`src/pdse_pkg.sv`:
```
// Shared constants and types for the pixel digit hidden-data extractor.
`default_nettype none

package pdse_pkg;

   // Pixel channel and result widths
   localparam int CHANNEL_W = 8;
   localparam int BYTE_W    = 8;
   localparam int CHANNELS  = 3;

   // Payload length in bytes and payload bit count
   localparam int LEN_W  = 9;
   localparam int BITS_W = 12;

   // Default header length in pixels
   localparam int HEADER_PIXELS_DEF = 3;

   // Decimal digit extraction: value / 10 as (value * 205) >> 11, exact below 1029
   localparam int DIGIT_BASE   = 10;
   localparam int RECIP_MUL    = 205;
   localparam int RECIP_SHIFT  = 11;
   localparam int PROD_W       = 16;
   localparam int QUOT_W       = 5;
   localparam int HIDDEN_DIGIT = 1;

   typedef logic [CHANNEL_W-1:0] channel_type;
   typedef logic [BYTE_W-1:0]    byte_type;
   typedef logic [LEN_W-1:0]     length_type;
   typedef logic [BITS_W-1:0]    bit_count_type;

endpackage

`default_nettype wire

```
`src/pdse_digit_bit.sv`:
```
// Last decimal digit of one channel value, turned into a hidden bit.
`default_nettype none

module pdse_digit_bit (
   input  wire pdse_pkg::channel_type value,
   output logic                       hidden_bit
);
   import pdse_pkg::*;

   logic [PROD_W-1:0]    product;
   logic [QUOT_W-1:0]    quotient;
   logic [CHANNEL_W-1:0] tens;
   logic [CHANNEL_W-1:0] digit;

   // value mod 10 via reciprocal multiply; quotient never exceeds 25
   assign product    = PROD_W'(value) * PROD_W'(RECIP_MUL);
   assign quotient   = QUOT_W'(product >> RECIP_SHIFT);
   assign tens       = CHANNEL_W'(quotient) * CHANNEL_W'(DIGIT_BASE);
   assign digit      = value - tens;

   // only a digit of one is a hidden one
   assign hidden_bit = (digit == CHANNEL_W'(HIDDEN_DIGIT));

endmodule

`default_nettype wire

```
`src/pixel_digit_stego_extractor.sv`:
```
// Top level: pixel digit hidden-data extractor with input and result registers.
//
// Usage
//   Request channel: one RGB pixel per request (req_red, req_green, req_blue,
//   req_start_of_image), taken on a clock edge with req_valid high and
//   req_stall low. req_start_of_image clears the decoder before its pixel.
//   Result channel: rsp_data_byte and rsp_last_byte, handed over on an edge
//   with rsp_valid high and rsp_stall low. A pixel yields zero or one byte.
//   The first HEADER_PIXELS pixels of an image carry the payload length in
//   bytes (three bits per pixel, MSB first); later channels carry payload
//   bits, LSB first in each byte. After the last byte, pixels are dropped
//   until the next start of image.
// Timing
//   Path: an accepted pixel goes into the input register, then is decoded into
//   the result register; it waits in the input register while a byte is stuck.
//   Throughput: one pixel per cycle while the receiver does not stall; the decode
//   of a pixel's three digits and the byte packing are combinational logic.
// Reset and stall
//   Synchronous reset empties both registers and clears the decoder. While the
//   receiver stalls, pixels flow until a byte waits in the result register;
//   one more pixel is then held in the input register and req_stall rises.
`default_nettype none

module pixel_digit_stego_extractor #(
   parameter int HEADER_PIXELS = pdse_pkg::HEADER_PIXELS_DEF
) (
   input  wire                        clock,
   input  wire                        reset,
   // request channel
   input  wire                        req_valid,
   output logic                       req_stall,
   input  wire pdse_pkg::channel_type req_red,
   input  wire pdse_pkg::channel_type req_green,
   input  wire pdse_pkg::channel_type req_blue,
   input  wire                        req_start_of_image,
   // result channel
   output logic                       rsp_valid,
   input  wire                        rsp_stall,
   output pdse_pkg::byte_type         rsp_data_byte,
   output logic                       rsp_last_byte
);
   import pdse_pkg::*;

   localparam int HS_W = $clog2(HEADER_PIXELS + 1);

   // input register
   logic        in_valid_ff;
   channel_type in_red_ff, in_green_ff, in_blue_ff;
   logic        in_start_ff;

   // decoder state
   logic [HS_W-1:0] hdr_seen_ff,  hdr_seen_in;
   length_type      length_ff,    length_in;
   bit_count_type   bits_ff,      bits_in;
   byte_type        acc_ff,       acc_in;

   // result register
   logic     rsp_valid_ff;
   byte_type rsp_byte_ff, rsp_byte_in;
   logic     rsp_last_ff, rsp_last_in;
   logic     emit_in;

   logic                consume;
   logic [CHANNELS-1:0] hidden;

   // the held request moves on unless a result is stuck at the output
   assign consume   = in_valid_ff && !(rsp_valid_ff && rsp_stall);
   assign req_stall = in_valid_ff && !consume;

   // capture request
   always_ff @(posedge clock) begin
      if (reset) begin
         in_valid_ff <= 1'b0;
      end else if (!req_stall) begin
         in_valid_ff <= req_valid;
      end
      if (req_valid && !req_stall) begin
         in_red_ff   <= req_red;
         in_green_ff <= req_green;
         in_blue_ff  <= req_blue;
         in_start_ff <= req_start_of_image;
      end
   end

   // hidden bits, red first
   pdse_digit_bit u_red   (.value(in_red_ff),   .hidden_bit(hidden[0]));
   pdse_digit_bit u_green (.value(in_green_ff), .hidden_bit(hidden[1]));
   pdse_digit_bit u_blue  (.value(in_blue_ff),  .hidden_bit(hidden[2]));

   // header shift and payload packing for one pixel
   always_comb begin
      logic [HS_W-1:0] hs_v;
      length_type      len_v;
      bit_count_type   bt_v;
      bit_count_type   total_v;
      byte_type        acc_v;
      hs_v        = hdr_seen_ff;
      len_v       = length_ff;
      bt_v        = bits_ff;
      acc_v       = acc_ff;
      emit_in     = 1'b0;
      rsp_byte_in = '0;
      rsp_last_in = 1'b0;
      if (in_start_ff) begin
         hs_v  = '0;
         len_v = '0;
         bt_v  = '0;
         acc_v = '0;
      end
      total_v = {len_v, 3'b000};
      if (hs_v < HS_W'(HEADER_PIXELS)) begin
         len_v = {len_v[LEN_W-4:0], hidden[0], hidden[1], hidden[2]};
         hs_v  = hs_v + HS_W'(1);
      end else begin
         for (int c = 0; c < CHANNELS; c++) begin
            if (bt_v < total_v) begin
               acc_v = acc_v | (BYTE_W'(hidden[c]) << bt_v[2:0]);
               bt_v  = bt_v + BITS_W'(1);
               if (bt_v[2:0] == 3'd0) begin
                  emit_in     = 1'b1;
                  rsp_byte_in = acc_v;
                  rsp_last_in = (bt_v == total_v);
                  acc_v       = '0;
               end
            end
         end
      end
      hdr_seen_in = hs_v;
      length_in   = len_v;
      bits_in     = bt_v;
      acc_in      = acc_v;
   end

   // decoder state and result register
   always_ff @(posedge clock) begin
      if (reset) begin
         hdr_seen_ff  <= '0;
         length_ff    <= '0;
         bits_ff      <= '0;
         acc_ff       <= '0;
         rsp_valid_ff <= 1'b0;
      end else if (consume) begin
         hdr_seen_ff  <= hdr_seen_in;
         length_ff    <= length_in;
         bits_ff      <= bits_in;
         acc_ff       <= acc_in;
         rsp_valid_ff <= emit_in;
      end else if (!rsp_stall) begin
         rsp_valid_ff <= 1'b0;
      end
      if (consume && emit_in) begin
         rsp_byte_ff <= rsp_byte_in;
         rsp_last_ff <= rsp_last_in;
      end
   end

   assign rsp_valid     = rsp_valid_ff;
   assign rsp_data_byte = rsp_byte_ff;
   assign rsp_last_byte = rsp_last_ff;

endmodule

`default_nettype wire

```
`config.mk`:
```
export PLATFORM = sky130hd
export DESIGN_NAME = pixel_digit_stego_extractor
export DESIGN_NICKNAME = d
export VERILOG_FILES = /design/src/pdse_pkg.sv /design/src/pdse_digit_bit.sv /design/src/pixel_digit_stego_extractor.sv
export SDC_FILE = /design/constraint.sdc
export NUM_CORES = 1
export LEC_CHECK = 0
export ABC_AREA = 1
export BUFFER_PORTS_ARGS = -buffer_cell sky130_fd_sc_hd__buf_2
export CORE_UTILIZATION = 40
export DETAILED_ROUTE_END_ITERATION = 6
export GPL_TIMING_DRIVEN = 0
export MAX_ROUTING_LAYER = met4
export PLACE_DENSITY = 0.69
export SYNTH_ARGS = -nofsm -noshare
export SYNTH_HDL_FRONTEND = slang
export SYNTH_SLANG_ARGS = --single-unit
```
`constraint.sdc`:
```
create_clock -name clock -period 6.6 [get_ports clock]
set_clock_uncertainty 0.05 [all_clocks]
set_input_delay 1.32 -clock clock [delete_from_list [all_inputs] [get_ports clock]]
set_output_delay 1.32 -clock clock [all_outputs]
set_load 0.02 [all_outputs]
```
* Word level (Yosys, flattened, before mapping) *
Cells that the tools add are included.

word-level totals
  word-level logic and storage cells = 95
  bits of input ports = 29
  output and inout bits = 11
  flip-flop bits (word level) = 67

cells by class
  add/sub/neg operators = 7
  bitwise logic cells = 3
  equal/unequal tests = 7
  multipliers = 6
  $lt $le $gt $ge = 4
  multiplexer cells = 42
  reduce and logical (&&, ||, !) cells = 11
  shifts and indexed selects = 3

operators with widths
  cell                     count
  $mux W8                  16
  $mux W12                 7
  $mul A8 B8 Y16 const B   3
  $add A12 B1 Y12 const B  3
  $eq A12 B12 Y1           3
  $lt A12 B12 Y1           3
  $eq A8 B1 Y1 const B     3
  $or A8 B8 Y8             3
  $shl A1 B3 Y8            3
  $sub A8 B8 Y8            3
  $mul A5 B3 Y7 const B    3
  $mux W9                  2
  $mux W1                  15
  $logic_not A3 Y1         3
  $logic_and A1 B1 Y1      5
  $mux W2                  2
  $logic_not A1 Y1         3
  $add A2 B1 Y2 const B    1
  $lt A2 B2 Y1 const B     1
  $ne A2 B1 Y1 const B     1

* Depth between registers and ports, before layout *
  word-level depth = 17
  depth in mapped cells = 41

* Cells and area by module *
A second synthesis with hierarchy kept.

unflattened totals
  cells, all modules = 1528
  area, all modules = 10764.1 um^2

modules (own cells, without submodules)
  module                       cells an instance  seq. area each (um^2)  area each (um^2)  instances
  pixel_digit_stego_extractor  837                1681.6                 5630.4            1
  pdse_digit_bit (u_green)     233                0.0                    1735.4            1
  pdse_digit_bit (u_red)       230                0.0                    1710.4            1
  pdse_digit_bit (u_blue)      228                0.0                    1687.9            1

* Worst setup path before layout *
OpenSTA, ideal clock, no wires.

  path type = reg-to-reg
  start = register in_green_ff[2]
  end = register acc_ff[4]
  data required time = 6.479 ns
  stages on the path, launching flop included = 36
  data arrival time = 6.562 ns
  path buffers = 0
  path slack = -0.082 ns
  setup time = 0.071 ns
  path through = edfxtp_1 > ha_1 > inv_1 > fa_1 > inv_1 > fa_1 > inv_1 > fa_1 > inv_1 > ha_1 > a21oi_1 > o21ai_0 > a31o_2 > a21o_1 > a21oi_1 > o21bai_1 > xor2_1 > ha_1 > ha_1 > fa_1 > inv_1 > ha_1 > a21oi_1 > nor2_1 > nor2_1 > xor2_1 > nor2_1 > nor2_1 > nand2_1 > nor2_1 > nand2_1 > o21ai_0 > nand2_1 > nand2_1 > nand2_1 > a21oi_1

on the way
  word-level cells in the longest chain between the ends = 13

ends and longest elaborated chain
  what                    RTL line                            source
  start, declared         pixel_digit_stego_extractor.sv:48   channel_type in_red_ff, in_green_ff, in_blue_ff;
  start signal, assigned  pixel_digit_stego_extractor.sv:79   in_green_ff <= req_green;
  $mul A8 B8 Y16          pdse_digit_bit.sv:16                assign product = PROD_W'(value) * PROD_W'(RECIP_MUL);
  $mul A5 B3 Y7           pdse_digit_bit.sv:18                assign tens = CHANNEL_W'(quotient) * CHANNEL_W'(DIGIT_BASE);
  $sub A8 B8 Y8 (*)       pdse_digit_bit.sv:19                assign digit = value - tens;
  $eq A8 B1 Y1 (*)        pdse_digit_bit.sv:22                assign hidden_bit = (digit == CHANNEL_W'(HIDDEN_DIGIT));
  $shl A1 B3 Y8 (*)       pixel_digit_stego_extractor.sv:117  acc_v = acc_v | (BYTE_W'(hidden[c]) << bt_v[2:0]);
  $or A8 B8 Y8 (*)        pixel_digit_stego_extractor.sv:117
  $mux W8 (*)             pixel_digit_stego_extractor.sv:119  if (bt_v[2:0] == 3'd0) begin
  $mux W8 (*)             pixel_digit_stego_extractor.sv:116  if (bt_v < total_v) begin
  $mux W8 (*)             pixel_digit_stego_extractor.sv:111  if (hs_v < HS_W'(HEADER_PIXELS)) begin
  $or A8 B8 Y8            pixel_digit_stego_extractor.sv:117
  $mux W8                 pixel_digit_stego_extractor.sv:119
  $mux W8 (*)             pixel_digit_stego_extractor.sv:116
  $mux W8 (*)             pixel_digit_stego_extractor.sv:111
  end signal, assigned    pixel_digit_stego_extractor.sv:146  acc_ff <= acc_in;
  end, declared           pixel_digit_stego_extractor.sv:55   byte_type acc_ff, acc_in;

Mark *: on every way between the ends. The rest lies on a longest branch, timed or not. The select of a mux whose other input is x is not followed.
A chain may end at the register's enable or synchronous reset.

* Worst setup path in the final report *
  start = register in_green_ff[6]
  end = register acc_ff[1]

Same word-level chain as after synthesis.

==> results.yml <==
cts:
  cts_tree: "done"
  root_buffer: "clkbuf_16"
  clk_path_buf_depth: 2
  cts_buffers: 9
  cts.sink_count: 67
  postCtsHoldBufs: 0
  insertion_delay_ns: 0.35
  htreeDepth: 3
  clk_pin_slew_ns: 0.06
grt:
  grt_pass1_vias: 9476
  grt_max_degree: 26
  gr-usage-all-layers_pct: 22.3
  grt_pass1_wl_mm: 45.2
  antenna_found_initial: 0
  grt_remaining_overflow: 0
critical_path:
  critPathMaxStageDelay_ns: 0.55
  crit_type: "flip-flop to flip-flop"
  cp_max_fo: 4
  critPathSlowestCell: "fa_1"
  arrival_ns: 7.12
  cp-start-kind: "flip-flop"
  crit_required_ns: 6.82
  cp-end-kind: "flip-flop"
floorplanning:
  num_rows: 58
  start_util_pct: 40.6
  die_w_um: 162
  fp.dieH_um: 162
  die_area_um2: 26100
  coreArea_um2: 25100
  io_pins: 40
sta:
  setup_viol: 16
  finalCritPeriodShare_pct: 105
  rsz0062_at_grt: "true"
  hold_viol: 0
  whs_ns: 0.414
  post-route-min-period_ns: 6.90
  slew_headroom_pct: 28.1
  report.final.slew_viol_count: 0
  tightest_slew_ns: 1.08
  fmax_mhz: 145
  fin_ws_ns: -0.299
  setup_tns_ns: -3.18
power_and_ir_drop:
  p_per_area_nw_per_um2: 371
  p_switching_mw: 2.35
  p_leak_nw: 6.06
  p_clk_share_pct: 11.0
  power.internal_mw: 2.17
  power_frac_seq_pct: 10.5
  comb_power_share_pct: 78.6
  ir_worst_vdd_mv: 0.296
  p_sw_share_pct: 51.9
run_status:
  violations: "setup timing"
  outcome: "finished with violations"
routing:
  via_per_inst: 5.26
  drcViolationCount: 0
  wire_per_inst_um: 15.1
  vias: 9708
  drt_iter0_drc: 681
  ant_nets: 0
  wirelength_mm: 27.9
  drtPass1Iterations: 5
synth:
  seq_area_frac_synth_pct: 16.5
  synth_nets: 1668
  postSynthCellCount: 1408
  synth_cell_types: 51
  yosys_warnings: 0
  syn_avg_cell_area_um2: 7.24
  yosys.area.top_type_share_pct: 23.8
  ys_top_cells_by_area: "ha_1, nand2_1, edfxtp_1"
  syn_area_um2: 10200
  synth-seq-cells: 67
  synth_top_area_cell: "ha_1"
place:
  place_ws_ns: -1.31
  io_buffers: 39
  placed_cell_area_um2: 10800
  hpwl_mm: 21.4
  gp_congestion: 0.956
finish:
  num_antenna_cells: 0
  final_core_util_pct: 48.5
  layout-drive-gt1-share_pct: 22.1
  final_common_cell: "nand2_1"
  fill_cells: 2430
  area_growth_pct: 19.3
  nNetsFinal: 1769
  fin_area_um2: 12200
  final_cell_mix: "nand2_1, inv_1, ha_1, nand3_1, a21oi_1"
hold_path:
  hold_path.class: "flip-flop to flip-flop"
flow_run:
  drv_cap: 0
power by group through the flow:
stage / logic, mW / registers (mW) / clock network (mW)
floorplan: 2.24 / 0.475 / 0
global placement: 2.67 / 0.483 / 0
detailed placement: 2.77 / 0.483 / 0
CTS: 3.29 / 0.471 / 0.499
global route: 4.01 / 0.475 / 0.517
finish: 3.55 / 0.473 / 0.496
routing by layer:
metal / vias to the layer above / wire, um / GRT usage, %
li1: 4837 / - / -
met1: 4564 / 12300 / 27.5
met2: 249 / 13500 / 37.9
met3: 58 / 1280 / 2.17
met4: 0 / 822 / 7.76
met5: - / 0 / -
final cells by class:
class	count	area, um2	share of cell area (%)
Multi-Input combinational cell	1099	8210	67.4
Sequential cell	67	1680	13.8
Inverter	222	840	6.90
Timing Repair Buffer	90	598	4.92
Tap cell	330	413	3.39
Clock buffer	9	225	1.85
Buffer	20	138	1.13
Clock inverter	7	67.6	0.555
what timing repair did:
action,in CTS,in global routing
gates resized for setup,117,65
buffers inserted,42,9
pin swaps,75,29
endpoints found under the setup margin,41,40
endpoints found under the hold margin,0,0
flip-flops by register name, indices dropped and copies added, names as in the netlist:
register	count
acc_ff	8
bits_ff	12
hdr_seen_ff	2
in_blue_ff	8
in_green_ff	8
in_red_ff	8
in_start_ff	1
in_valid_ff	1
length_ff	9
rsp_data_byte	8
rsp_last_byte	1
rsp_valid	1
cells in the mapped netlist (all sizes together):
cell     instances
nor3             8
edfxtp          34
o21a             2
inv            219
ha             194
nand3b           1
a31o             1
nor4             1
o21ai           63
o22ai            1
xnor2           17
or2              3
buf             11
a21o             3
o21bai           2
o211ai           4
clkbuf           9
clkinv           3
nor2           108
nor3b            4
nand3          104
o2bb2ai          1
a221oi           4
nand4           21
a211oi           5
xor2            32
and2             2
a31oi            2
a21oi           99
a2111oi          1
o2111ai          2
dfxtp           33
nand2          377
fa              37
cell families (layout without fill, tap and decap cells):
family | after synthesis | after routing | share of synthesized area [%]
buf+inv | 242 | 348 | 9.51
fa+ha+maj | 231 | 231 | 31.1
flops | 67 | 67 | 16.5
xor+xnor | 49 | 49 | 4.21
compound gates | 190 | 190 | 10.5
simple gates | 629 | 629 | 28.2
stage by stage:
stage / power (mW) / instances
final: 4.52 / 1844
after global routing: 5.00 / 1844
after CTS: 4.26 / 1835
after detailed placement: 3.26 / 1777
after global placement: 3.15 / 1777
after floorplan: 2.72 / 1408
worst paths after layout:
kind / from / end / slack, ns / cells past startpoint
min: acc_ff[1] / acc_ff[1] / 0.41 / 2
max: in_green_ff[6] / acc_ff[1] / -0.30 / 34
max reg2reg: in_green_ff[6] / acc_ff[1] / -0.30 / 34
min reg2reg: acc_ff[1] / acc_ff[1] / 0.41 / 2
critical path, delay by kind of cell (launching register included):
family,cells,cell delay [ns]
adders and majority gates,9,3.41
and+or+nand+nor,11,1.21
AOI/OAI and AO/OA,7,0.95
xor gates and xnor gates,2,0.56
DFF,1,0.45
buffers and inverters,5,0.22
(Power assumes the default switching activity.)
